===== src/sv/fbfl_ram.sv =====
// Generic single-write, single-read RAM with registered read data.
`timescale 1ns / 1ps
`default_nettype none

module fbfl_ram #(
  parameter int unsigned Width = 8,
  parameter int unsigned Depth = 16
) (
  input  wire logic                     clk_i,
  input  wire logic                     we_i,
  input  wire logic [$clog2(Depth)-1:0] waddr_i,
  input  wire logic [Width-1:0]         wdata_i,
  input  wire logic [$clog2(Depth)-1:0] raddr_i,
  output logic      [Width-1:0]         rdata_o
);

  logic [Width-1:0] mem_q [Depth];

  // Write port
  always_ff @(posedge clk_i) begin
    if (we_i) begin
      mem_q[waddr_i] <= wdata_i;
    end
  end

  // Registered read port
  always_ff @(posedge clk_i) begin
    rdata_o <= mem_q[raddr_i];
  end

endmodule : fbfl_ram

`default_nettype wire


===== config.mk =====
export PLATFORM = sky130hd
export DESIGN_NAME = fbfl_ram
export DESIGN_NICKNAME = d
export VERILOG_FILES = /design/src/sv/fbfl_ram.sv
export SDC_FILE = /design/constraint.sdc
export NUM_CORES = 1
export LEC_CHECK = 0
export BUFFER_PORTS_ARGS = -buffer_cell sky130_fd_sc_hd__buf_2
export CAP_MARGIN = 5
export CORE_ASPECT_RATIO = 0.6
export CORE_MARGIN = 2
export CORE_UTILIZATION = 35
export CTS_CLUSTER_SIZE = 25
export DETAILED_ROUTE_END_ITERATION = 16
export GPL_TIMING_DRIVEN = 1
export SLEW_MARGIN = 20
export SYNTH_ARGS = -nofsm -noshare
export SYNTH_HDL_FRONTEND = slang
export SYNTH_SLANG_ARGS = --single-unit

===== constraint.sdc =====
create_clock -name clk_i -period 3 [get_ports clk_i]
set_input_delay 0.15 -clock clk_i [delete_from_list [all_inputs] [get_ports clk_i]]
set_output_delay 0.15 -clock clk_i [all_outputs]
set_load 0.01 [all_outputs]

* Yosys cells after proc, flatten, opt, wreduce, memory -nomap -nowiden
Memory sizes are Yosys's and may differ from the RTL's. A register that Yosys moved wholly into a read port is not among the register bits.
Cells that the tools add are included.
** Storage, ports and cells
- Register bits :: 0
- Output and inout port bits :: 8
- Memories :: 1
- RAM bits :: 128
- Bits of input ports :: 18
- Logic and storage cells :: 3
** Operators by class
- Muxes and demuxes :: 2
** Memory list
- mem_q :: words 16, width 8, rd ports 1, clocked after Yosys merged registers in 1, wr ports 1, line 17 : logic [Width-1:0] mem_q [Depth];
** Operators by type and width (count)
- 2-to-1 mux 1 bit :: 2

* Logic depth before layout (Yosys ltp)
- Depth after elaboration :: 2
- Mapped depth :: 5
- Depth with buffers taken out :: 3

* Least setup slack after synthesis
Ideal clock, no wire load.
- Path type :: input-to-reg
- From :: in waddr_i[2]
- To :: mem mem_q[0][0], enable pin
- Data arrival time :: 1.260 ns
- Library setup time :: 0.383 ns
- Path buffers :: 0
- Stages on the path :: 2
- Path slack :: 1.357 ns
- Required time :: 2.617 ns
- Cell sequence :: or3b_2 -> nor3_1
** RTL lines
- from (decl) :: line 11 : input wire logic [$clog2(Depth)-1:0] waddr_i,
- to (decl) :: line 17
No word-level cell before the write port.

* Worst setup path in the final report
- From :: in waddr_i[2]
- To :: mem mem_q[3][7], enable pin
No word-level cell before the write port.

==> flow_summary.ini <==
[power]
leakagePower_nw = 2.03
ir_drop_v = 0.000337
p_per_area_mw_per_mm2 = 741
power_mw = 4.52

[global_route]
grt_max_degree = 33
grt_overflow_total = 0
grt_pass1_wl_um = 15700
antenna_found_initial = 0
grt_pass1_vias = 2467
grt.total_usage = 0.143

[sta]
worst_pin_slew_ns = 1.01
finalCriticalPeriod_ns = 1.49
period_share = 0.496
slew_headroom = 0.327
slew_violations = 0
setup_tns_ns = 0
clock.fmax_ghz = 0.672
whs_ns = 0.134
clock_skew_ns = 0.00939
rsz0062_at_grt = no
hold_violations = 0
finalSetupViolCount = 0

[setup_path]
cp_max_fo = 8
rr_startpoint = mem_q[4][0]$_DFFE_PP_
critical_path_class = input port to flop
arrival_ns = 1.51
timing.rr.end = rdata_o[0]$_DFF_P_
worstPathRequired_ns = 3.02
rrSetupSlack_ns = 1.67
crit_path_start_kind = input port
end_kind = flop
rr_worst_depth = 3

[logic_synthesis]
avgSynthCellArea_um2 = 22.5
synth_area_leader_cell = edfxtp_1
synth_area_mm2 = 0.00515
synthTopCellsByArea = edfxtp_1 75%, mux4_2 7.9%, mux4_1 7.1%
yosysUniqueCellTypes = 19
synth.yosys.seq_area_share = 0.778
syn_nets = 247
syn_inst = 229
ys_seq_elements = 136
yosys_warnings = 0
synth_top_area_frac = 0.747

[die]
core-area_mm2 = 0.0144
rows = 34
start_util = 0.357
die_w_um = 161
dieArea_mm2 = 0.0157
die_h_um = 97.9
pin_count = 26

[cells_and_area]
instances_no_fill = 480
syn_to_final_growth_pct = 18.4
most-common-layout-cells = 128 x edfxtp_1, 25 x buf_2, 18 x mux4_2, 17 x clkbuf_16, 16 x a22oi_1
mostFrequentLayoutCell = edfxtp_1
fin_nets = 287
drive_gt1_frac = 0.266
num_antenna_cells = 0
final_area_mm2 = 0.00610

[cts]
cts_hold_buf = 0
htreeDepth = 4
postCtsSetupBuffers = 0
cts.sinks = 136
clockBufferDepth = 2
cts.reportedPaths.clkPinSlew_ns = 0.05
clock-root-buffer = clkbuf_16
clock_latency_ns = 0.41
cts_tree = yes
cts_buffers = 17
cts_resized = 0

[outcome]
status = complete, no violations

[hold_path]
hold-path-cell-count = 1
whs_endpoint = mem_q[8][7]$_DFFE_PP_
hold_start = wdata_i[7]
hp-class = input port to flop

[drt]
drtIter0Drc = 262
detail-route-antenna-nets = 0
avgRoutedWirePerCell_um = 22.1
vias = 2397
drt_wl_total_um = 10600
first_pass_iters = 4
viasPerCell = 4.99
route.detailed.drc = 0

[placement]
gp_congestion = 0.742
dp.cells = 448
place_hpwl_um = 6750
port-buffer-count = 25
placed_cell_area_mm2 = 0.00548

[run]
maxCapViolCount = 0
[flip-flops by register name, summed over array words and instances (netlist names)]
name and flops:
mem_q 128, rdata_o 8
[worst max path at each step]
stage	from	to	slack (ns)	cells after the start
CTS	waddr_i[2]	mem_q[2][1]$_DFFE_PP_	1.50	3
floorplan	waddr_i[2]	mem_q[0][0]$_DFFE_PP_	1.36	2
finish	waddr_i[2]	mem_q[3][7]$_DFFE_PP_	1.51	3
global placement	raddr_i[0]	rdata_o[0]$_DFF_P_	1.06	5
global route	raddr_i[0]	rdata_o[5]$_DFF_P_	1.43	5
detailed placement	waddr_i[2]	mem_q[2][2]$_DFFE_PP_	1.07	3
[kinds of logic after synthesis]
group | count (synthesis) | synth area share
AOI/OAI and AO/OA | 16 | 0.0233
buffers and inverters | 10 | 0.0168
and+or+nand+nor | 35 | 0.0318
muxes | 32 | 0.150
DFF | 136 | 0.778
[through the flow]
stage	utilization	setup WS [ns]
final	0.423	1.51
after CTS	0.423	1.50
after detailed placement	0.380	1.07
after global routing	0.423	1.43
after floorplan	-	1.36
after global placement	0.380	1.06
[Yosys cell counts]
master           number
nand3b_1              2
mux4_2               18
nand3_1               1
nand2_1               9
or3b_2                1
and2b_1               1
nor2_1               13
mux4_1               14
nor2b_1               1
dfxtp_1               8
nand2b_1              2
buf_4                 1
edfxtp_1            128
a22oi_1              16
buf_6                 3
buf_2                 3
nor3_1                4
and2_1                1
clkdlybuf4s25_2       3
[cell type report]
cell class | count | area, µm²
fill | 1269 | 8330
sequential | 136 | 4000
multi-input combinational | 83 | 1060
clock buffer | 20 | 437
tap | 198 | 248
clock inverter | 12 | 180
timing repair buffer | 31 | 170
[power by group]
group / internal, mW / total [mW] / switching, mW
Combinational: 0.0776 / 0.192 / 0.115
Clock: 1.46 / 2.19 / 0.727
Sequential: 2.13 / 2.14 / 0.0145
[worst max-delay path: stages]
cell    delay, ns
buf_2        0.13
or3b_2       0.51
nor2_1       0.72
[routing by layer]
metal | global-route usage | share of wire | vias to the layer above
met1 | 0.222 | 0.50 | 1262
met5 | 0 | 0 | -
met3 | 0.0425 | 0.075 | 4
met4 | 0.0520 | 0.0034 | 0
met2 | 0.189 | 0.42 | 76
li1 | - | - | 1055
(Power assumes the default switching activity.)
