<file path="config.mk">
export PLATFORM = sky130hd
export DESIGN_NAME = fbfl_div
export DESIGN_NICKNAME = d
export VERILOG_FILES = /design/src/sv/fbfl_pkg.sv /design/src/sv/fbfl_div.sv
export SDC_FILE = /design/constraint.sdc
export NUM_CORES = 1
export LEC_CHECK = 0
export ABC_CLOCK_PERIOD_IN_PS = 3950
export BUFFER_PORTS_ARGS = -buffer_cell sky130_fd_sc_hd__clkbuf_2
export CORE_ASPECT_RATIO = 1.2
export CORE_MARGIN = 3
export CORE_UTILIZATION = 40
export DETAILED_ROUTE_END_ITERATION = 10
export HOLD_SLACK_MARGIN = 0.03
export PLACE_DENSITY = 0.65
export RECOVER_POWER = 50
export SLEW_MARGIN = 20
export SYNTH_ARGS = -nofsm -noshare
export SYNTH_HDL_FRONTEND = slang
export SYNTH_SLANG_ARGS = --single-unit
export TNS_END_PERCENT = 1
</file>
<file path="constraint.sdc">
create_clock -name clk_i -period 3.95 [get_ports clk_i]
set_input_delay 0.5925 -clock clk_i [delete_from_list [all_inputs] [get_ports clk_i]]
set_output_delay 0.5925 -clock clk_i [all_outputs]
set_load 0.01 [all_outputs]
</file>
<file path="src/sv/fbfl_pkg.sv">
// Shared types, widths and codes for the fixed-size block free-list allocator.
`timescale 1ns / 1ps
`default_nettype none

package fbfl_pkg;

  // Field widths
  localparam int unsigned OFF_W     = 32;  // byte offset on free
  localparam int unsigned BS_W      = 13;  // block size register
  localparam int unsigned NB_W      = 11;  // block count register
  localparam int unsigned TAG_W     = 16;  // version tag
  localparam int unsigned BOFF_W    = 22;  // returned block offset
  localparam int unsigned BIDX_W    = 10;  // returned block index
  localparam int unsigned FC_W      = 11;  // returned free count
  localparam int unsigned CFG_IDX_W = 2;
  localparam int unsigned CFG_W     = BS_W;

  // Build-time defaults
  localparam int unsigned DEFAULT_MAX_BLOCKS = 1024;
  localparam int unsigned DEFAULT_PTR_ALIGN  = 8;

  // Register reset values
  localparam logic [BS_W-1:0] BLOCK_SIZE_RST = BS_W'(16);
  localparam logic [NB_W-1:0] NUM_BLOCKS_RST = NB_W'(1024);

  typedef enum logic [1:0] {
    ACT_INIT  = 2'd0,
    ACT_ALLOC = 2'd1,
    ACT_FREE  = 2'd2,
    ACT_COUNT = 2'd3
  } act_e;

  typedef enum logic [1:0] {
    STATUS_OK      = 2'd0,
    STATUS_EMPTY   = 2'd1,
    STATUS_BAD_OFF = 2'd2
  } status_e;

  typedef enum logic [CFG_IDX_W-1:0] {
    REG_BLOCK_SIZE = 2'd0,
    REG_NUM_BLOCKS = 2'd1
  } reg_e;

  typedef struct packed {
    act_e             action;
    logic [OFF_W-1:0] byte_offset;
  } in_item_t;

  typedef struct packed {
    status_e           status;
    logic [BOFF_W-1:0] block_offset;
    logic [BIDX_W-1:0] block_index;
    logic [FC_W-1:0]   free_count;
    logic [TAG_W-1:0]  version_tag;
  } out_item_t;

  // Divider result toward the sequencer
  typedef struct packed {
    logic             done;
    logic             align_ok;
    logic [OFF_W-1:0] quotient;
    logic [BS_W-1:0]  remainder;
  } div_res_t;

endpackage : fbfl_pkg

`default_nettype wire

</file>
<file path="src/sv/fbfl_div.sv">
// Bit-serial restoring divider: offset by block size, plus offset modulo the pointer alignment.
`timescale 1ns / 1ps
`default_nettype none

module fbfl_div import fbfl_pkg::*; #(
  parameter int unsigned PTR_ALIGN = DEFAULT_PTR_ALIGN
) (
  input  wire logic             clk_i,
  input  wire logic             rst_ni,
  input  wire logic             start_i,
  input  wire logic [OFF_W-1:0] dividend_i,
  input  wire logic [BS_W-1:0]  divisor_i,
  output div_res_t              res_o
);

  localparam int unsigned CNT_W = $clog2(OFF_W + 1);
  localparam int unsigned AL_W  = $clog2(PTR_ALIGN + 1);

  logic             busy_q, busy_d;
  logic             done_q, done_d;
  logic [CNT_W-1:0] cnt_q, cnt_d;
  logic [OFF_W-1:0] dvd_q, dvd_d;
  logic [BS_W-1:0]  rem_q, rem_d;
  logic [AL_W-1:0]  arem_q, arem_d;

  logic [BS_W:0]    trial;
  logic             ge;
  logic [BS_W:0]    diff;
  logic [AL_W:0]    atrial;
  logic             age;
  logic [AL_W:0]    adiff;

  // One quotient bit per cycle, alignment remainder alongside
  always_comb begin
    trial  = {rem_q, dvd_q[OFF_W-1]};
    ge     = trial >= {1'b0, divisor_i};
    diff   = trial - {1'b0, divisor_i};
    atrial = {arem_q, dvd_q[OFF_W-1]};
    age    = atrial >= (AL_W + 1)'(PTR_ALIGN);
    adiff  = atrial - (AL_W + 1)'(PTR_ALIGN);

    busy_d = busy_q;
    done_d = 1'b0;
    cnt_d  = cnt_q;
    dvd_d  = dvd_q;
    rem_d  = rem_q;
    arem_d = arem_q;

    if (start_i) begin
      busy_d = 1'b1;
      cnt_d  = CNT_W'(OFF_W);
      dvd_d  = dividend_i;
      rem_d  = '0;
      arem_d = '0;
    end else if (busy_q) begin
      rem_d  = ge ? diff[BS_W-1:0] : trial[BS_W-1:0];
      arem_d = age ? adiff[AL_W-1:0] : atrial[AL_W-1:0];
      dvd_d  = {dvd_q[OFF_W-2:0], ge};
      cnt_d  = cnt_q - CNT_W'(1);
      if (cnt_q == CNT_W'(1)) begin
        busy_d = 1'b0;
        done_d = 1'b1;
      end
    end
  end

  always_ff @(posedge clk_i or negedge rst_ni) begin
    if (!rst_ni) begin
      busy_q <= 1'b0;
      done_q <= 1'b0;
      cnt_q  <= '0;
    end else begin
      busy_q <= busy_d;
      done_q <= done_d;
      cnt_q  <= cnt_d;
    end
  end

  // Datapath holds no reset
  always_ff @(posedge clk_i) begin
    dvd_q  <= dvd_d;
    rem_q  <= rem_d;
    arem_q <= arem_d;
  end

  assign res_o.done      = done_q;
  assign res_o.align_ok  = (arem_q == '0);
  assign res_o.quotient  = dvd_q;
  assign res_o.remainder = rem_q;

endmodule : fbfl_div

`default_nettype wire

</file>
== Yosys cells after proc, flatten, opt, wreduce, memory -nomap -nowiden ==
Cells that the tools add are included.
Storage, ports and cells
  register bits after elaboration: 57
  bits of input ports: 48
  output and inout bits: 47
  logic and storage cells: 26
Cells by class
  add/subtract/negate cells: 3
  $lt $le $gt $ge: 2
  eq/ne operators: 1
  mux-type cells: 12
  reductions and logical operators: 2
Operators by type and width (count)
  32-bit 2-to-1 mux: 2
  14-bit by 13-bit greater-or-equal comparator with 1-bit output: 1
  13-bit 2-to-1 mux: 1
  13-bit subtractor: 1
  6-bit 2-to-1 mux: 2
  6-bit by 1-bit == test with 1-bit output, second input constant: 1
  1-bit 2-to-1 mux: 6
  6-bit by 1-bit subtractor with 6-bit output, second input constant: 1
  5-bit by 4-bit greater-or-equal comparator with 1-bit output, second input constant: 1
  4-bit zero test: 1
  4-bit 2-to-1 mux: 1
  4-bit subtractor, second input constant: 1
  2-bit nonzero test: 1

== Logic depth before layout (Yosys ltp) ==
Gate-level depths: netlist of the first run.
  depth after elaboration: 4
  depth in mapped cells: 10
  mapped depth without buffers: 9

== Least setup slack after synthesis of the first run ==
OpenSTA, ideal clock, no wires.
  kind: in2reg
  from: input divisor_i[0]
  to: register rem_q[11]
  library setup time: 0.088 ns
  data arrival time: 2.370 ns
  required time: 3.862 ns
  path slack: 1.492 ns
  stages: 9
  buffers on the path: 1
  path through: ha_1 fa_1 nor2b_1 o31a_1 o31ai_4 a21oi_1 buf_6 o22ai_1 a311oi_2
On the way
  longest elaborated chain between the ends: 2
  elaborated cells on any way between the ends: 3
  those cells by class: 1 x add/sub; 1 x order compare; 1 x mux
Ends and longest elaborated chain
  start: declaration: RTL line fbfl_div.sv:12  | input wire logic [BS_W-1:0] divisor_i,
  13-bit subtractor / 14-bit by 13-bit greater-or-equal comparator with 1-bit output (equally long branches): RTL line fbfl_div.sv:37, fbfl_div.sv:36
  13-bit 2-to-1 mux (*): RTL line fbfl_div.sv:56  | rem_d = ge ? diff[BS_W-1:0] : trial[BS_W-1:0];
  end signal: assignment: RTL line fbfl_div.sv:82  | rem_q <= rem_d;
  end: declaration: RTL line fbfl_div.sv:23  | logic [BS_W-1:0] rem_q, rem_d;
Every way passes the cells marked *; elsewhere a longest branch is shown, timed or not.
A chain may end at the register's enable or synchronous reset.

== Worst setup path in the final report of the first run ==
  from: input start_i
  to: register dvd_q[1] (data pin)
On the way
  longest elaborated chain between the ends: 1
Ends and longest elaborated chain
  start: declaration: RTL line fbfl_div.sv:10  | input wire logic start_i,
  32-bit 2-to-1 mux: RTL line fbfl_div.sv:49  | if (start_i) begin
  via dvd_d[1]: RTL line fbfl_div.sv:22  | logic [OFF_W-1:0] dvd_q, dvd_d;
  end signal: assignment: RTL line fbfl_div.sv:81  | dvd_q <= dvd_d;
  end: declaration: RTL line fbfl_div.sv:22
The timed path passes the listed nets, and every way through them passes these cells.

==> report_table.html, run 1 <==
<table>
<tr><th>Metric</th><th>Value</th></tr>
<tr><th colspan="2">Outcome</th></tr>
<tr><td>Status</td><td>finished, violations left</td></tr>
<tr><td>Failing checks</td><td>max-capacitance violations, max-slew violations</td></tr>
<tr><th colspan="2">Drt</th></tr>
<tr><td>Residual DRC</td><td>0</td></tr>
<tr><td>Final WL</td><td>7470 um</td></tr>
<tr><td>Post-detailed-route count of antenna-violating nets</td><td>0</td></tr>
<tr><td>Average via count per standard cell</td><td>between 5 and 6</td></tr>
<tr><td>Drt pass-1 iters</td><td>4</td></tr>
<tr><td>Per-cell routed wire length</td><td>15.2 um</td></tr>
<tr><td>Initial DRC Count</td><td>around 140</td></tr>
<tr><td>Overall via count from detail_route</td><td>2613</td></tr>
<tr><th colspan="2">Clock network</th></tr>
<tr><td>Maximum level of the CTS H-tree</td><td>3</td></tr>
<tr><td>Reg clk slew, reported paths</td><td>approximately 70 ps</td></tr>
<tr><td>Source-to-sink clock delay at the later pin of the worst-skew pair</td><td>340 ps</td></tr>
<tr><td>Clock Sink Count</td><td>57</td></tr>
<tr><td>Num CTS Buffers</td><td>9</td></tr>
<tr><td>Post-CTS Setup Bufs</td><td>0</td></tr>
<tr><td>Root buf cell</td><td>sky130_fd_sc_hd__clkbuf_8</td></tr>
<tr><td>CTS tree</td><td>built</td></tr>
<tr><td>Buffer levels on the longest clock path</td><td>2</td></tr>
<tr><td>Post-CTS Resized</td><td>0</td></tr>
<tr><td>Number of buffers inserted by hold repair at cts</td><td>0</td></tr>
<tr><th colspan="2">Power</th></tr>
<tr><td>Pwr/cell area</td><td>526 nW/um^2</td></tr>
<tr><td>Leakage power summed over all cells</td><td>1.65 nW</td></tr>
<tr><td>Maximum VDD drop</td><td>0.239 mV</td></tr>
<tr><th colspan="2">Synthesis</th></tr>
<tr><td>Count of distinct cell types in the synthesized netlist</td><td>57</td></tr>
<tr><td>Async set-reset flop share out of synthesis</td><td>14.0%</td></tr>
<tr><td>Mean cell area of the mapped netlist</td><td>11.0 um^2</td></tr>
<tr><td>Synthesized-area fraction occupied by adder cells</td><td>6.32%</td></tr>
<tr><td>Sequential share of the synthesized area</td><td>45.7%</td></tr>
<tr><td>Xor and xnor area share after synthesis</td><td>2.93%</td></tr>
<tr><td>Syn Inst Count</td><td>299</td></tr>
<tr><td>Area fraction in and, or, nand and nor cells after synthesis</td><td>11.7%</td></tr>
<tr><td>Compound-cell area share of the yosys netlist</td><td>16.2%</td></tr>
<tr><td>Cell area after synthesis</td><td>3290 um^2</td></tr>
<tr><td>Synthesized flop and latch total</td><td>between 50 and 60</td></tr>
<tr><td>Main combinational cell family by area after synthesis</td><td>compound AO/OA/AOI/OAI gates</td></tr>
<tr><td>Multiplexer share of the synthesized area</td><td>approximately 12%</td></tr>
<tr><td>YS warnings</td><td>0</td></tr>
<tr><td>Number of enable-type register cells in the synthesized netlist</td><td>32</td></tr>
<tr><td>Post-synth top flop</td><td>sky130_fd_sc_hd__edfxtp_1</td></tr>
<tr><td>Synthesized netlist net count</td><td>363</td></tr>
<tr><th colspan="2">Worst setup path</th></tr>
<tr><td>Arrival @ worst endpoint</td><td>2910 ps</td></tr>
<tr><td>Peak fanout along the critical path</td><td>41</td></tr>
<tr><td>Critical Path End Type</td><td>flip-flop</td></tr>
<tr><td>Worst endpoint required time</td><td>4040 ps</td></tr>
<tr><td>Setup slack of the worst register-to-register path</td><td>1210 ps</td></tr>
<tr><td>Sort of element at the start of the critical path</td><td>primary input</td></tr>
<tr><td>Class of the most critical setup path</td><td>in -&gt; reg</td></tr>
<tr><th colspan="2">Finish</th></tr>
<tr><td>Nets@finish</td><td>457</td></tr>
<tr><td>Ratio of cells with drive above 1 in the final layout</td><td>30.7%</td></tr>
<tr><td>Final standard cell count with taps included and fillers excluded</td><td>490</td></tr>
<tr><td>Area growth from synthesis to layout</td><td>20.0%</td></tr>
<tr><td>Ant diodes</td><td>0</td></tr>
<tr><th colspan="2">Min path</th></tr>
<tr><td>Hold Crit Class</td><td>in -&gt; async</td></tr>
<tr><th colspan="2">Flow run</th></tr>
<tr><td>Max-cap viol count</td><td>1</td></tr>
<tr><th colspan="2">Timing</th></tr>
<tr><td>Final setup skew</td><td>5.69 ps</td></tr>
<tr><td>Final setup violating endpoints</td><td>0</td></tr>
<tr><td>Accumulated negative setup slack</td><td>0 ps</td></tr>
<tr><td>Slew of the pin with the lowest slew margin</td><td>2030 ps</td></tr>
<tr><td>Final critical path time including I/O delays and setup</td><td>2830 ps</td></tr>
<tr><td>Share of the clock period used by the worst path after layout</td><td>71.6%</td></tr>
<tr><td>Final hold violation count</td><td>0</td></tr>
<tr><td>Unrepaired setup endpoints after global routing</td><td>false</td></tr>
<tr><td>Fin. max-slew vios</td><td>42</td></tr>
<tr><td>Worst slew margin relative to its limit</td><td>-35.1%</td></tr>
<tr><td>Max frequency</td><td>0.353 GHz</td></tr>
<tr><th colspan="2">Global routing</th></tr>
<tr><td>Via count of the first global-routing pass</td><td>~2700</td></tr>
<tr><td>Wire length of the first global-routing pass</td><td>12600 um</td></tr>
<tr><td>GR Util All Layers</td><td>17.1%</td></tr>
<tr><td>Number of antenna violations at the first check in global routing</td><td>0</td></tr>
<tr><td>Global-route congestion overflow total</td><td>0</td></tr>
<tr><td>Maximum number of pins on one net before global-route repair</td><td>42</td></tr>
<tr><th colspan="2">Floorplan</th></tr>
<tr><td>Die X-Extent</td><td>88.8 um</td></tr>
<tr><td>Placeable core region</td><td>around 7800 um^2</td></tr>
<tr><td>I/O pin cnt</td><td>95</td></tr>
<tr><td>Height of the die</td><td>105 um</td></tr>
<tr><td>Site row count</td><td>35</td></tr>
<tr><td>Total Die Area</td><td>roughly 9300 um^2</td></tr>
<tr><td>Initial Util</td><td>between 40% and 50%</td></tr>
<tr><th colspan="2">Place</th></tr>
<tr><td>Final RePlAce weighted congestion</td><td>0.820</td></tr>
<tr><td>Detailed placer's ending HPWL</td><td>between 5000 and 6000 um</td></tr>
<tr><td>Number of placed cells counting well taps</td><td>474</td></tr>
<tr><td>PortBufs</td><td>between 90 and 100</td></tr>
</table>
[synthesized netlist by cell type (all sizes together), types with 2 or more instances]
library cell | number | share of area [%]
a211oi | 3 | 0.69
a21o | 3 | 0.69
a21oi | 16 | 2.4
a311oi | 10 | 4.0
a31o | 2 | 0.53
a31oi | 2 | 0.38
and3 | 2 | 0.38
buf | 8 | 1.5
clkbuf | 9 | 1.0
dfrtp | 8 | 6.1
dfxtp | 17 | 10
edfxtp | 32 | 29
ha | 15 | 5.7
inv | 21 | 2.4
mux2 | 33 | 11
mux2i | 3 | 0.91
nand2 | 11 | 1.3
nand2b | 3 | 0.57
nand3 | 11 | 1.8
nor2 | 24 | 2.7
nor2b | 4 | 0.76
nor3 | 7 | 1.2
nor4 | 3 | 0.57
o21a | 4 | 0.91
o21ai | 12 | 2.6
o22ai | 2 | 0.38
o31a | 2 | 0.53
o31ai | 2 | 0.88
or2 | 2 | 0.38
or3b | 2 | 0.53
xnor2 | 6 | 1.6
xor2 | 5 | 1.3
[worst max-delay path, stage by stage]
cell and delay [ps]:
sky130_fd_sc_hd__clkbuf_1 1420, sky130_fd_sc_hd__buf_4 500, sky130_fd_sc_hd__mux2_2 380
[power breakdown]
| group | total (mW) | switching (mW) | internal [mW] |
|---|---|---|---|
| registers | 0.850 | 0.0954 | 0.755 |
| clock network | 0.477 | 0.252 | 0.225 |
| logic | 0.748 | 0.413 | 0.335 |
[area by class of cell]
type	instances	area (um^2)
clock inverter	7	45.0
clock buffer	9	124
fill	760	3890
sequential	57	1500
inverter	21	78.8
multi-input combinational	204	1620
timing repair buffer	100	455
tap	92	115
[placed cells by master (no fill, tap or decap), types with 4 or more instances in the layout]
cell type / Yosys / routed
sky130_fd_sc_hd__a21oi_1: 16 / 16
sky130_fd_sc_hd__a311oi_2: 7 / 7
sky130_fd_sc_hd__buf_4: 2 / 6
sky130_fd_sc_hd__clkbuf_1: 9 / 48
sky130_fd_sc_hd__clkbuf_2: 0 / 46
sky130_fd_sc_hd__clkbuf_8: 0 / 9
sky130_fd_sc_hd__dfrtp_1: 8 / 8
sky130_fd_sc_hd__dfxtp_1: 17 / 17
sky130_fd_sc_hd__edfxtp_1: 32 / 32
sky130_fd_sc_hd__ha_1: 15 / 15
sky130_fd_sc_hd__inv_1: 21 / 21
sky130_fd_sc_hd__mux2_2: 33 / 33
sky130_fd_sc_hd__nand2_1: 11 / 11
sky130_fd_sc_hd__nand3_1: 10 / 10
sky130_fd_sc_hd__nor2_1: 24 / 24
sky130_fd_sc_hd__nor2b_1: 4 / 4
sky130_fd_sc_hd__nor3_1: 6 / 6
sky130_fd_sc_hd__o21a_1: 4 / 4
sky130_fd_sc_hd__o21ai_2: 7 / 7
sky130_fd_sc_hd__xnor2_1: 6 / 6
sky130_fd_sc_hd__xor2_1: 5 / 5
[kinds of logic after synthesis]
logic type                 count (synthesis)
AOI/OAI and AO/OA                         66
and+or+nand+nor                           75
buffers and inverters                     38
xor gates and xnor gates                  11
DFF                                       57
adders and majority gates                 16
muxes                                     36
[routing by layer]
metal  wire length (um)  up-vias  track usage, %
met4                127        0            7.67
met1               3400     1209            23.4
met5                  0        -               0
met2               3400       90            24.7
met3                549       11            4.77
li1                   -     1303               -
[through the flow]
step / setup slack [ps] / utilization, % / cell area (um^2) / total power [mW] / hold slack [ps]
floorplan: 1490 / - / 3290 / 1.40 / 297
global placement: 1050 / 48.9 / 3830 / 1.62 / 418
detailed placement: 978 / 48.9 / 3830 / 1.63 / 436
CTS: 1200 / 51.1 / 4000 / 2.12 / 74.5
global route: 902 / 50.3 / 3940 / 2.23 / 191
finish: 1120 / 50.3 / 3940 / 2.08 / 161
[final timing paths]
kind / from / cells past startpoint / to
worst max-delay path: start_i / 3 / dvd_q[1]$_DFFE_PP_
worst min register to register: arem_q[3]$_SDFFE_PP0P_ / 2 / arem_q[3]$_SDFFE_PP0P_
min in group clk_i: arem_q[3]$_SDFFE_PP0P_ / 2 / arem_q[3]$_SDFFE_PP0P_
worst min-delay path: rst_ni / 1 / cnt_q[0]$_DFFE_PN0P_
worst max register to register: dvd_q[31]$_DFFE_PP_ / 9 / dvd_q[0]$_DFFE_PP_
max in group asynchronous: rst_ni / 1 / cnt_q[5]$_DFFE_PN0P_
[flip-flops by register name (all words and copies together), names as in the netlist]
name / flops
arem_q: 4
busy_q: 1
cnt_q: 6
done_q: 1
dvd_q: 32
rem_q: 13
Power figures use the tool's default switching activity.
==> inputs of run 2 (changes only) <==
--- a/config.mk
+++ b/config.mk
@@ -5,14 +5,14 @@
 export SDC_FILE = /design/constraint.sdc
 export NUM_CORES = 1
 export LEC_CHECK = 0
-export ABC_CLOCK_PERIOD_IN_PS = 3950
+export ABC_CLOCK_PERIOD_IN_PS = 2300
 export BUFFER_PORTS_ARGS = -buffer_cell sky130_fd_sc_hd__clkbuf_2
 export CORE_ASPECT_RATIO = 1.2
 export CORE_MARGIN = 3
 export CORE_UTILIZATION = 40
 export DETAILED_ROUTE_END_ITERATION = 10
 export HOLD_SLACK_MARGIN = 0.03
-export PLACE_DENSITY = 0.65
+export PLACE_DENSITY = 0.68
 export RECOVER_POWER = 50
 export SLEW_MARGIN = 20
 export SYNTH_ARGS = -nofsm -noshare
==> constraint.sdc (replaced) <==
create_clock -name clk_i -period 2.3 [get_ports clk_i]
set_input_delay 0.345 -clock clk_i [delete_from_list [all_inputs] [get_ports clk_i]]
set_output_delay 0.345 -clock clk_i [all_outputs]
set_load 0.01 [all_outputs]
==> report_table.html, run 2 (synthesis gave the netlist of run 1 again) <==
<table>
<tr><th>Metric</th><th>Value</th></tr>
<tr><th colspan="2">Outcome</th></tr>
<tr><td>Status</td><td>finished, violations left (unchanged)</td></tr>
<tr><td>Failing checks</td><td>max-capacitance violations, max-slew violations, negative setup slack (was max-capacitance violations, max-slew violations)</td></tr>
<tr><th colspan="2">Timing</th></tr>
<tr><td>Post-route worst hold slack</td><td>297 ps (was 161 ps)</td></tr>
<tr><td>Unrepaired setup endpoints after global routing</td><td>true (was false)</td></tr>
<tr><td>PnR worst setup slack</td><td>-104 ps (was 1120 ps)</td></tr>
<tr><td>Final setup skew</td><td>4.71 ps (was 5.69 ps)</td></tr>
<tr><td>Accumulated negative setup slack</td><td>-405 ps (was 0 ps)</td></tr>
<tr><td>Fin. max-slew vios</td><td>31 (was 42)</td></tr>
<tr><td>Final setup violating endpoints</td><td>12 (was 0)</td></tr>
<tr><td>Slew of the pin with the lowest slew margin</td><td>1550 ps (was 2030 ps)</td></tr>
<tr><td>Max frequency</td><td>0.416 GHz</td></tr>
<tr><td>Final hold violation count</td><td>0 (unchanged)</td></tr>
<tr><td>Share of the clock period used by the worst path after layout</td><td>105%</td></tr>
<tr><td>Worst slew margin relative to its limit</td><td>-3.49% (was -35.1%)</td></tr>
<tr><td>Final critical path time including I/O delays and setup</td><td>between 2000 and 2500 ps</td></tr>
<tr><th colspan="2">Finish</th></tr>
<tr><td>Registers with the highest flip-flop counts</td><td>dvd_q x32, rem_q x13, cnt_q x6 (unchanged)</td></tr>
<tr><td>Largest register FFs</td><td>32 (unchanged)</td></tr>
<tr><td>Ratio of cells with drive above 1 in the final layout</td><td>41.9% (was 30.7%)</td></tr>
<tr><td>Ant diodes</td><td>0 (unchanged)</td></tr>
<tr><td>Register containing the most flip-flops in the final layout</td><td>dvd_q (unchanged)</td></tr>
<tr><td>Commonest cells after routing, fill and taps aside</td><td>sky130_fd_sc_hd__clkbuf_2, sky130_fd_sc_hd__mux2_2, sky130_fd_sc_hd__edfxtp_1 (was sky130_fd_sc_hd__clkbuf_1, sky130_fd_sc_hd__clkbuf_2, sky130_fd_sc_hd__mux2_2)</td></tr>
<tr><td>Most common library cell in the layout ignoring fill and taps</td><td>sky130_fd_sc_hd__clkbuf_2 (was sky130_fd_sc_hd__clkbuf_1)</td></tr>
<tr><td>Nets@finish</td><td>479 (was 457)</td></tr>
<tr><td>Area growth from synthesis to layout</td><td>29.3% (was 20.0%)</td></tr>
<tr><th colspan="2">Global routing</th></tr>
<tr><td>Wire length of the first global-routing pass</td><td>13000 um (was 12600 um)</td></tr>
<tr><td>Via count of the first global-routing pass</td><td>2789 (was 2653)</td></tr>
<tr><td>Global-route congestion overflow total</td><td>0 (unchanged)</td></tr>
<tr><td>Number of antenna violations at the first check in global routing</td><td>0 (unchanged)</td></tr>
<tr><td>GR Util All Layers</td><td>17.7% (was 17.1%)</td></tr>
<tr><td>Maximum number of pins on one net before global-route repair</td><td>37 (was 42)</td></tr>
<tr><th colspan="2">Drt</th></tr>
<tr><td>Post-detailed-route count of antenna-violating nets</td><td>0 (unchanged)</td></tr>
<tr><td>Per-cell routed wire length</td><td>15.5 um (was 15.2 um)</td></tr>
<tr><td>Drt pass-1 iters</td><td>4 (unchanged)</td></tr>
<tr><td>Initial DRC Count</td><td>148 (was 139)</td></tr>
<tr><td>Final WL</td><td>7920 um (was 7470 um)</td></tr>
<tr><td>Overall via count from detail_route</td><td>2786 (was 2613)</td></tr>
<tr><td>Residual DRC</td><td>0 (unchanged)</td></tr>
<tr><td>Average via count per standard cell</td><td>5.44 (was 5.33)</td></tr>
<tr><th colspan="2">Worst setup path</th></tr>
<tr><td>Critical Path End Type</td><td>flip-flop (unchanged)</td></tr>
<tr><td>Arrival @ worst endpoint</td><td>2490 ps (was 2910 ps)</td></tr>
<tr><td>Peak fanout along the critical path</td><td>4 (was 41)</td></tr>
<tr><td>Class of the most critical setup path</td><td>reg -&gt; reg (was in -&gt; reg)</td></tr>
<tr><td>Worst endpoint required time</td><td>2380 ps (was 4040 ps)</td></tr>
<tr><td>Sort of element at the start of the critical path</td><td>flip-flop (was primary input)</td></tr>
<tr><th colspan="2">Power</th></tr>
<tr><td>Pwr/cell area</td><td>957 nW/um^2 (was 526 nW/um^2)</td></tr>
<tr><td>Comb pwr share</td><td>36.7% (was 36.1%)</td></tr>
<tr><td>Maximum VDD drop</td><td>0.403 mV (was 0.239 mV)</td></tr>
<tr><td>Sequential fraction of design power</td><td>35.7% (was 41.0%)</td></tr>
<tr><td>Switching power</td><td>1.35 mW (was 761 uW)</td></tr>
<tr><td>Leakage power summed over all cells</td><td>1.87 nW (was 1.65 nW)</td></tr>
<tr><td>Power share of the clock group</td><td>27.7% (was 23.0%)</td></tr>
<tr><td>Final Total Pwr</td><td>4.07 mW (was 2.08 mW)</td></tr>
<tr><td>Pint</td><td>2.72 mW (was 1.32 mW)</td></tr>
<tr><td>Net switching fraction of the power</td><td>33.1% (was 36.6%)</td></tr>
<tr><th colspan="2">Min path</th></tr>
<tr><td>Hold Crit Class</td><td>in -&gt; reg (was in -&gt; async)</td></tr>
<tr><th colspan="2">Clock network</th></tr>
<tr><td>Num CTS Buffers</td><td>9 (unchanged)</td></tr>
<tr><td>Maximum level of the CTS H-tree</td><td>3 (unchanged)</td></tr>
<tr><td>CTS tree</td><td>built (unchanged)</td></tr>
<tr><td>Buffer levels on the longest clock path</td><td>2 (unchanged)</td></tr>
<tr><td>Root buf cell</td><td>sky130_fd_sc_hd__clkbuf_8 (unchanged)</td></tr>
<tr><td>Clock Sink Count</td><td>57 (unchanged)</td></tr>
<tr><td>Source-to-sink clock delay at the later pin of the worst-skew pair</td><td>330 ps (was 340 ps)</td></tr>
<tr><td>Reg clk slew, reported paths</td><td>70 ps (about the same)</td></tr>
<tr><th colspan="2">Floorplan</th></tr>
<tr><td>Die X-Extent</td><td>88.8 um (unchanged)</td></tr>
<tr><td>I/O pin cnt</td><td>95 (unchanged)</td></tr>
<tr><td>Total Die Area</td><td>9350 um^2 (unchanged)</td></tr>
<tr><td>Placeable core region</td><td>7840 um^2 (unchanged)</td></tr>
<tr><td>Height of the die</td><td>105 um (unchanged)</td></tr>
<tr><td>Initial Util</td><td>41.9% (unchanged)</td></tr>
<tr><td>Site row count</td><td>35 (unchanged)</td></tr>
<tr><th colspan="2">Flow run</th></tr>
<tr><td>Max-cap viol count</td><td>1 (unchanged)</td></tr>
<tr><th colspan="2">Place</th></tr>
<tr><td>Final RePlAce weighted congestion</td><td>0.793 (was 0.820)</td></tr>
<tr><td>PortBufs</td><td>94 (unchanged)</td></tr>
<tr><td>Setup slack after placement</td><td>-151 ps (was 978 ps)</td></tr>
<tr><td>Detailed placer's ending HPWL</td><td>5780 um (was 5430 um)</td></tr>
</table>
## run 2: cell types whose count changed in the layout (fill, tap and decap cells not counted), moves of 2 or more
cell / previous run / this run
sky130_fd_sc_hd__clkinvlp_4: 3 / 1
sky130_fd_sc_hd__clkbuf_1: 48 / 24
sky130_fd_sc_hd__a311oi_2: 7 / 9
sky130_fd_sc_hd__buf_4: 6 / 24
sky130_fd_sc_hd__clkbuf_2: 46 / 73
sky130_fd_sc_hd__bufinv_16: 0 / 3
sky130_fd_sc_hd__a311oi_1: 3 / 1
## run 2: worst max-delay path, stage by stage (launching register included)
cell,delay (ps)
sky130_fd_sc_hd__edfxtp_1,430
sky130_fd_sc_hd__inv_2,90
sky130_fd_sc_hd__ha_4,130
sky130_fd_sc_hd__fa_2,220
sky130_fd_sc_hd__nor2b_2,50
sky130_fd_sc_hd__o31a_1,290
sky130_fd_sc_hd__o31ai_4,310
sky130_fd_sc_hd__a21o_1,240
sky130_fd_sc_hd__nand2_2,110
sky130_fd_sc_hd__mux2_2,280
## run 2: layout make-up
| cell class | count | area, um^2 |
|---|---|---|
| clock inverter | 6 | 106 |
| sequential | 57 | 1500 |
| clock buffer | 10 | 128 |
| fill | 696 | 3590 |
| timing repair buffer | 122 | 653 |
| multi-input combinational | 204 | 1670 |
| inverter | 21 | 78.8 |
| tap | 92 | 115 |
## run 2: final timing paths
path	start	to	slack, ps	cells after the start
max in group asynchronous	rst_ni	cnt_q[2]$_DFFE_PN0P_	1530	2
worst min-delay path	start_i	busy_q$_DFF_PN0_	300	3
worst min register to register	arem_q[3]$_SDFFE_PP0P_	arem_q[3]$_SDFFE_PP0P_	440	2
worst max register to register	dvd_q[31]$_DFFE_PP_	dvd_q[0]$_DFFE_PP_	-100	9
min in group asynchronous	rst_ni	busy_q$_DFF_PN0_	460	2
worst max-delay path	dvd_q[31]$_DFFE_PP_	dvd_q[0]$_DFFE_PP_	-100	9
## run 2: routing by layer
| layer | global-route usage (%) | vias up | share of wire (%) |
|---|---|---|---|
| met5 | 0 | - | 0 |
| met4 | 8.21 | 0 | 2.3 |
| met3 | 5.39 | 15 | 7.5 |
| met2 | 26.5 | 100 | 46 |
| met1 | 23.0 | 1330 | 44 |
| li1 | - | 1341 | - |
## run 2: what timing repair did
| action | in CTS | in global routing |
|---|---|---|
| hold buffers | 1 | 0 |
| pin swaps | 2 | 3 |
| endpoints found under the hold margin | 8 | 0 |
| endpoints found under the setup margin | 12 | 14 |
| gates resized for setup | 4 | 7 |
| setup buffers | 0 | 1 |
## run 2: stage by stage
stage	cells	utilization [%]	area, um^2
floorplan	299	-	3290
global placement	494	50.8	3990
detailed placement	494	50.8	3990
CTS	511	54.1	4240
global route	512	54.2	4250
finish	512	54.2	4250
## run 2: power by group through the flow
stage	Clock [mW]	Combinational [mW]	Sequential (mW)
after floorplan	0	0.904	1.51
after global placement	0	1.44	1.46
after detailed placement	0	1.47	1.47
after CTS	1.16	1.48	1.45
after global routing	1.20	1.64	1.48
final	1.12	1.49	1.45
==> inputs of run 3 (changes only) <==
--- a/config.mk
+++ b/config.mk
@@ -9,10 +9,10 @@
 export BUFFER_PORTS_ARGS = -buffer_cell sky130_fd_sc_hd__clkbuf_2
 export CORE_ASPECT_RATIO = 1.2
 export CORE_MARGIN = 3
-export CORE_UTILIZATION = 40
+export CORE_UTILIZATION = 47
 export DETAILED_ROUTE_END_ITERATION = 10
 export HOLD_SLACK_MARGIN = 0.03
-export PLACE_DENSITY = 0.68
+export PLACE_DENSITY = 0.77
 export RECOVER_POWER = 50
 export SLEW_MARGIN = 20
 export SYNTH_ARGS = -nofsm -noshare
==> report_table.html, run 3 (synthesis gave the netlist of run 1 again) <==
<table>
<tr><th>Metric</th><th>Value</th></tr>
<tr><th colspan="2">Floorplan</th></tr>
<tr><td>Total Die Area</td><td>8040 um^2 (was 9350 um^2)</td></tr>
<tr><td>I/O pin cnt</td><td>95 (unchanged)</td></tr>
<tr><td>Site row count</td><td>32 (was 35)</td></tr>
<tr><td>Die X-Extent</td><td>82.3 um (was 88.8 um)</td></tr>
<tr><td>Initial Util</td><td>49.8% (was 41.9%)</td></tr>
<tr><td>Placeable core region</td><td>6610 um^2 (was 7840 um^2)</td></tr>
<tr><td>Height of the die</td><td>97.6 um (was 105 um)</td></tr>
<tr><th colspan="2">Timing</th></tr>
<tr><td>Post-route worst hold slack</td><td>314 ps (was 297 ps)</td></tr>
<tr><td>Unrepaired setup endpoints after global routing</td><td>true (unchanged)</td></tr>
<tr><td>Share of the clock period used by the worst path after layout</td><td>98.2% (was 105%)</td></tr>
<tr><td>Final critical path time including I/O delays and setup</td><td>2260 ps (was 2400 ps)</td></tr>
<tr><td>Fin. max-slew vios</td><td>0 (was 31)</td></tr>
<tr><td>Final setup skew</td><td>9.06 ps (was 4.71 ps)</td></tr>
<tr><td>Worst slew margin relative to its limit</td><td>31.2% (was -3.49%)</td></tr>
<tr><td>Final setup violating endpoints</td><td>0 (was 12)</td></tr>
<tr><td>Final hold violation count</td><td>0 (unchanged)</td></tr>
<tr><td>Max frequency</td><td>0.443 GHz (was 0.416 GHz)</td></tr>
<tr><td>Slew of the pin with the lowest slew margin</td><td>1030 ps (was 1550 ps)</td></tr>
<tr><th colspan="2">Outcome</th></tr>
<tr><td>Status</td><td>complete, no violations (was finished, violations left)</td></tr>
<tr><th colspan="2">Global routing</th></tr>
<tr><td>Via count of the first global-routing pass</td><td>2754 (was 2789)</td></tr>
<tr><td>Number of antenna violations at the first check in global routing</td><td>0 (unchanged)</td></tr>
<tr><td>GR Util All Layers</td><td>20.3% (was 17.7%)</td></tr>
<tr><td>Maximum number of pins on one net before global-route repair</td><td>32 (was 37)</td></tr>
<tr><td>Wire length of the first global-routing pass</td><td>12800 um (was 13000 um)</td></tr>
<tr><td>Global-route congestion overflow total</td><td>0 (unchanged)</td></tr>
<tr><th colspan="2">Worst setup path</th></tr>
<tr><td>Biggest cell delay along the critical path</td><td>370 ps (was 430 ps)</td></tr>
<tr><td>Class of the most critical setup path</td><td>reg -&gt; reg (unchanged)</td></tr>
<tr><td>Critical Path Slowest Stage Cell</td><td>sky130_fd_sc_hd__fa_2 (was sky130_fd_sc_hd__edfxtp_1)</td></tr>
<tr><td>Buffers &amp; Inverters on Critical Path</td><td>1 (unchanged)</td></tr>
<tr><td>Arrival @ worst endpoint</td><td>2490 ps (about the same)</td></tr>
<tr><td>Top delay family on crit path</td><td>compound AO/OA/AOI/OAI gates (unchanged)</td></tr>
<tr><td>Critical-path cell list</td><td>inv_1, ha_2, fa_2, nor2b_2, o31a_1, o31ai_4, a21o_1, a221o_1, a311oi_2 (was inv_2, ha_4, fa_2, nor2b_2, o31a_1, o31ai_4, a21o_1, nand2_2, mux2_2)</td></tr>
<tr><td>Peak fanout along the critical path</td><td>4 (unchanged)</td></tr>
<tr><td>Worst endpoint required time</td><td>2540 ps (was 2380 ps)</td></tr>
<tr><td>Sort of element at the start of the critical path</td><td>flip-flop (unchanged)</td></tr>
<tr><td>Critical Path End Type</td><td>flip-flop (unchanged)</td></tr>
<tr><th colspan="2">Finish</th></tr>
<tr><td>Final instance area</td><td>4130 um^2 (was 4250 um^2)</td></tr>
<tr><td>Final standard cell count with taps included and fillers excluded</td><td>500 (was 512)</td></tr>
<tr><td>Most common library cell in the layout ignoring fill and taps</td><td>sky130_fd_sc_hd__clkbuf_2 (unchanged)</td></tr>
<tr><td>Register containing the most flip-flops in the final layout</td><td>dvd_q (unchanged)</td></tr>
<tr><td>Commonest cells after routing, fill and taps aside</td><td>sky130_fd_sc_hd__clkbuf_2, sky130_fd_sc_hd__mux2_2, sky130_fd_sc_hd__edfxtp_1 (unchanged)</td></tr>
<tr><td>Ratio of cells with drive above 1 in the final layout</td><td>41.0% (was 41.9%)</td></tr>
<tr><td>Registers with the highest flip-flop counts</td><td>dvd_q x32, rem_q x13, cnt_q x6 (unchanged)</td></tr>
<tr><td>Nets@finish</td><td>474 (was 479)</td></tr>
<tr><td>Largest register FFs</td><td>32 (unchanged)</td></tr>
<tr><td>Filler Cell Count</td><td>570 (was 696)</td></tr>
<tr><td>Ant diodes</td><td>0 (unchanged)</td></tr>
<tr><td>End-of-flow core utilization</td><td>62.4% (was 54.2%)</td></tr>
<tr><td>Area growth from synthesis to layout</td><td>25.5% (was 29.3%)</td></tr>
<tr><th colspan="2">Power</th></tr>
<tr><td>Final Total Pwr</td><td>3.71 mW (was 4.07 mW)</td></tr>
<tr><td>Leakage power summed over all cells</td><td>1.83 nW (was 1.87 nW)</td></tr>
<tr><td>Pwr/cell area</td><td>900 nW/um^2 (was 957 nW/um^2)</td></tr>
<tr><td>Maximum VDD drop</td><td>0.703 mV (was 0.403 mV)</td></tr>
<tr><th colspan="2">Clock network</th></tr>
<tr><td>Reg clk slew, reported paths</td><td>70 ps (about the same)</td></tr>
<tr><td>Num CTS Buffers</td><td>9 (unchanged)</td></tr>
<tr><td>Clock Sink Count</td><td>57 (unchanged)</td></tr>
<tr><td>Buffer levels on the longest clock path</td><td>2 (unchanged)</td></tr>
<tr><td>CTS tree</td><td>built (unchanged)</td></tr>
<tr><td>Post-CTS Setup Bufs</td><td>0 (unchanged)</td></tr>
<tr><td>Root buf cell</td><td>sky130_fd_sc_hd__clkbuf_8 (unchanged)</td></tr>
<tr><td>Maximum level of the CTS H-tree</td><td>3 (unchanged)</td></tr>
<tr><td>Source-to-sink clock delay at the later pin of the worst-skew pair</td><td>330 ps (about the same)</td></tr>
<tr><th colspan="2">Drt</th></tr>
<tr><td>Initial DRC Count</td><td>126 (was 148)</td></tr>
<tr><td>Drt pass-1 iters</td><td>4 (unchanged)</td></tr>
<tr><td>Per-cell routed wire length</td><td>15.2 um (was 15.5 um)</td></tr>
<tr><td>Final WL</td><td>7580 um (was 7920 um)</td></tr>
<tr><td>Post-detailed-route count of antenna-violating nets</td><td>0 (unchanged)</td></tr>
<tr><td>Overall via count from detail_route</td><td>2721 (was 2786)</td></tr>
<tr><td>Residual DRC</td><td>0 (unchanged)</td></tr>
<tr><td>Average via count per standard cell</td><td>5.44 (about the same)</td></tr>
<tr><th colspan="2">Place</th></tr>
<tr><td>Final RePlAce weighted congestion</td><td>0.936 (was 0.793)</td></tr>
<tr><td>Detailed placer's ending HPWL</td><td>5620 um (was 5780 um)</td></tr>
<tr><td>PortBufs</td><td>94 (unchanged)</td></tr>
<tr><td>Number of placed cells counting well taps</td><td>483 (was 494)</td></tr>
<tr><td>Placed Instance Area</td><td>3960 um^2 (was 3990 um^2)</td></tr>
<tr><th colspan="2">Min path</th></tr>
<tr><td>Hold Crit Class</td><td>in -&gt; reg (unchanged)</td></tr>
<tr><th colspan="2">Flow run</th></tr>
<tr><td>Max-cap viol count</td><td>0 (was 1)</td></tr>
</table>
-- run 3: cell type report --
class / count / area (um^2) / share of cell area, %
Tap cell: 85 / 106 / 2.58
Multi-Input combinational cell: 204 / 1650 / 39.9
Sequential cell: 57 / 1500 / 36.4
Clock inverter: 2 / 12.5 / 0.303
Clock buffer: 14 / 164 / 3.97
Timing Repair Buffer: 117 / 614 / 14.9
Inverter: 21 / 78.8 / 1.91
-- run 3: through the flow --
stage               TNS, ps  setup slack [ps]
finish                    0              42.4
global route           -597             -82.8
floorplan                 0              62.1
global placement      -93.5             -41.2
detailed placement     -488             -93.7
CTS                       0              13.6
-- run 3: worst reg2reg max path, cell delays in order (launching register included) --
cell and delay (ps):
sky130_fd_sc_hd__edfxtp_1 340, sky130_fd_sc_hd__inv_1 50, sky130_fd_sc_hd__ha_2 170, sky130_fd_sc_hd__fa_2 370, sky130_fd_sc_hd__nor2b_2 150, sky130_fd_sc_hd__o31a_1 200
sky130_fd_sc_hd__o31ai_4 80, sky130_fd_sc_hd__a21o_1 210, sky130_fd_sc_hd__a221o_1 340, sky130_fd_sc_hd__a311oi_2 260
-- run 3: power breakdown --
group / switching (mW) / internal, mW
Combinational: 0.752 / 0.665
Clock: 0.386 / 0.457
Sequential: 0.155 / 1.30
Total: 1.29 / 2.42
-- run 3: worst paths after layout --
| kind | startpoint | endpoint | slack (ps) | cells past startpoint |
|---|---|---|---|---|
| setup / recovery | dvd_q[31]$_DFFE_PP_ | rem_q[10]$_SDFFE_PP0P_ | 40 | 9 |
| hold / removal | dividend_i[17] | dvd_q[17]$_DFFE_PP_ | 310 | 2 |
| setup reg to reg | dvd_q[31]$_DFFE_PP_ | rem_q[10]$_SDFFE_PP0P_ | 40 | 9 |
| hold reg to reg | arem_q[3]$_SDFFE_PP0P_ | arem_q[3]$_SDFFE_PP0P_ | 450 | 2 |
| max in group asynchronous | rst_ni | done_q$_DFF_PN0_ | 1550 | 2 |
| min in group asynchronous | rst_ni | cnt_q[3]$_DFFE_PN0P_ | 460 | 2 |
-- run 3: what timing repair did --
item / in CTS / in global routing
endpoints found under the setup margin: 3 / 13
hold buffers: 1 / 0
endpoints found under the hold margin: 8 / 0
pin swaps: 1 / 3
resized for setup: 3 / 3
-- run 3: metal layers --
layer | track usage [%] | share of wire, % | vias to the layer above
met2 | 31.6 | 47 | 107
met1 | 25.8 | 44 | 1274
met5 | 0 | 0 | -
li1 | - | - | 1331
met3 | 5.57 | 7.4 | 9
met4 | 8.82 | 1.4 | 0
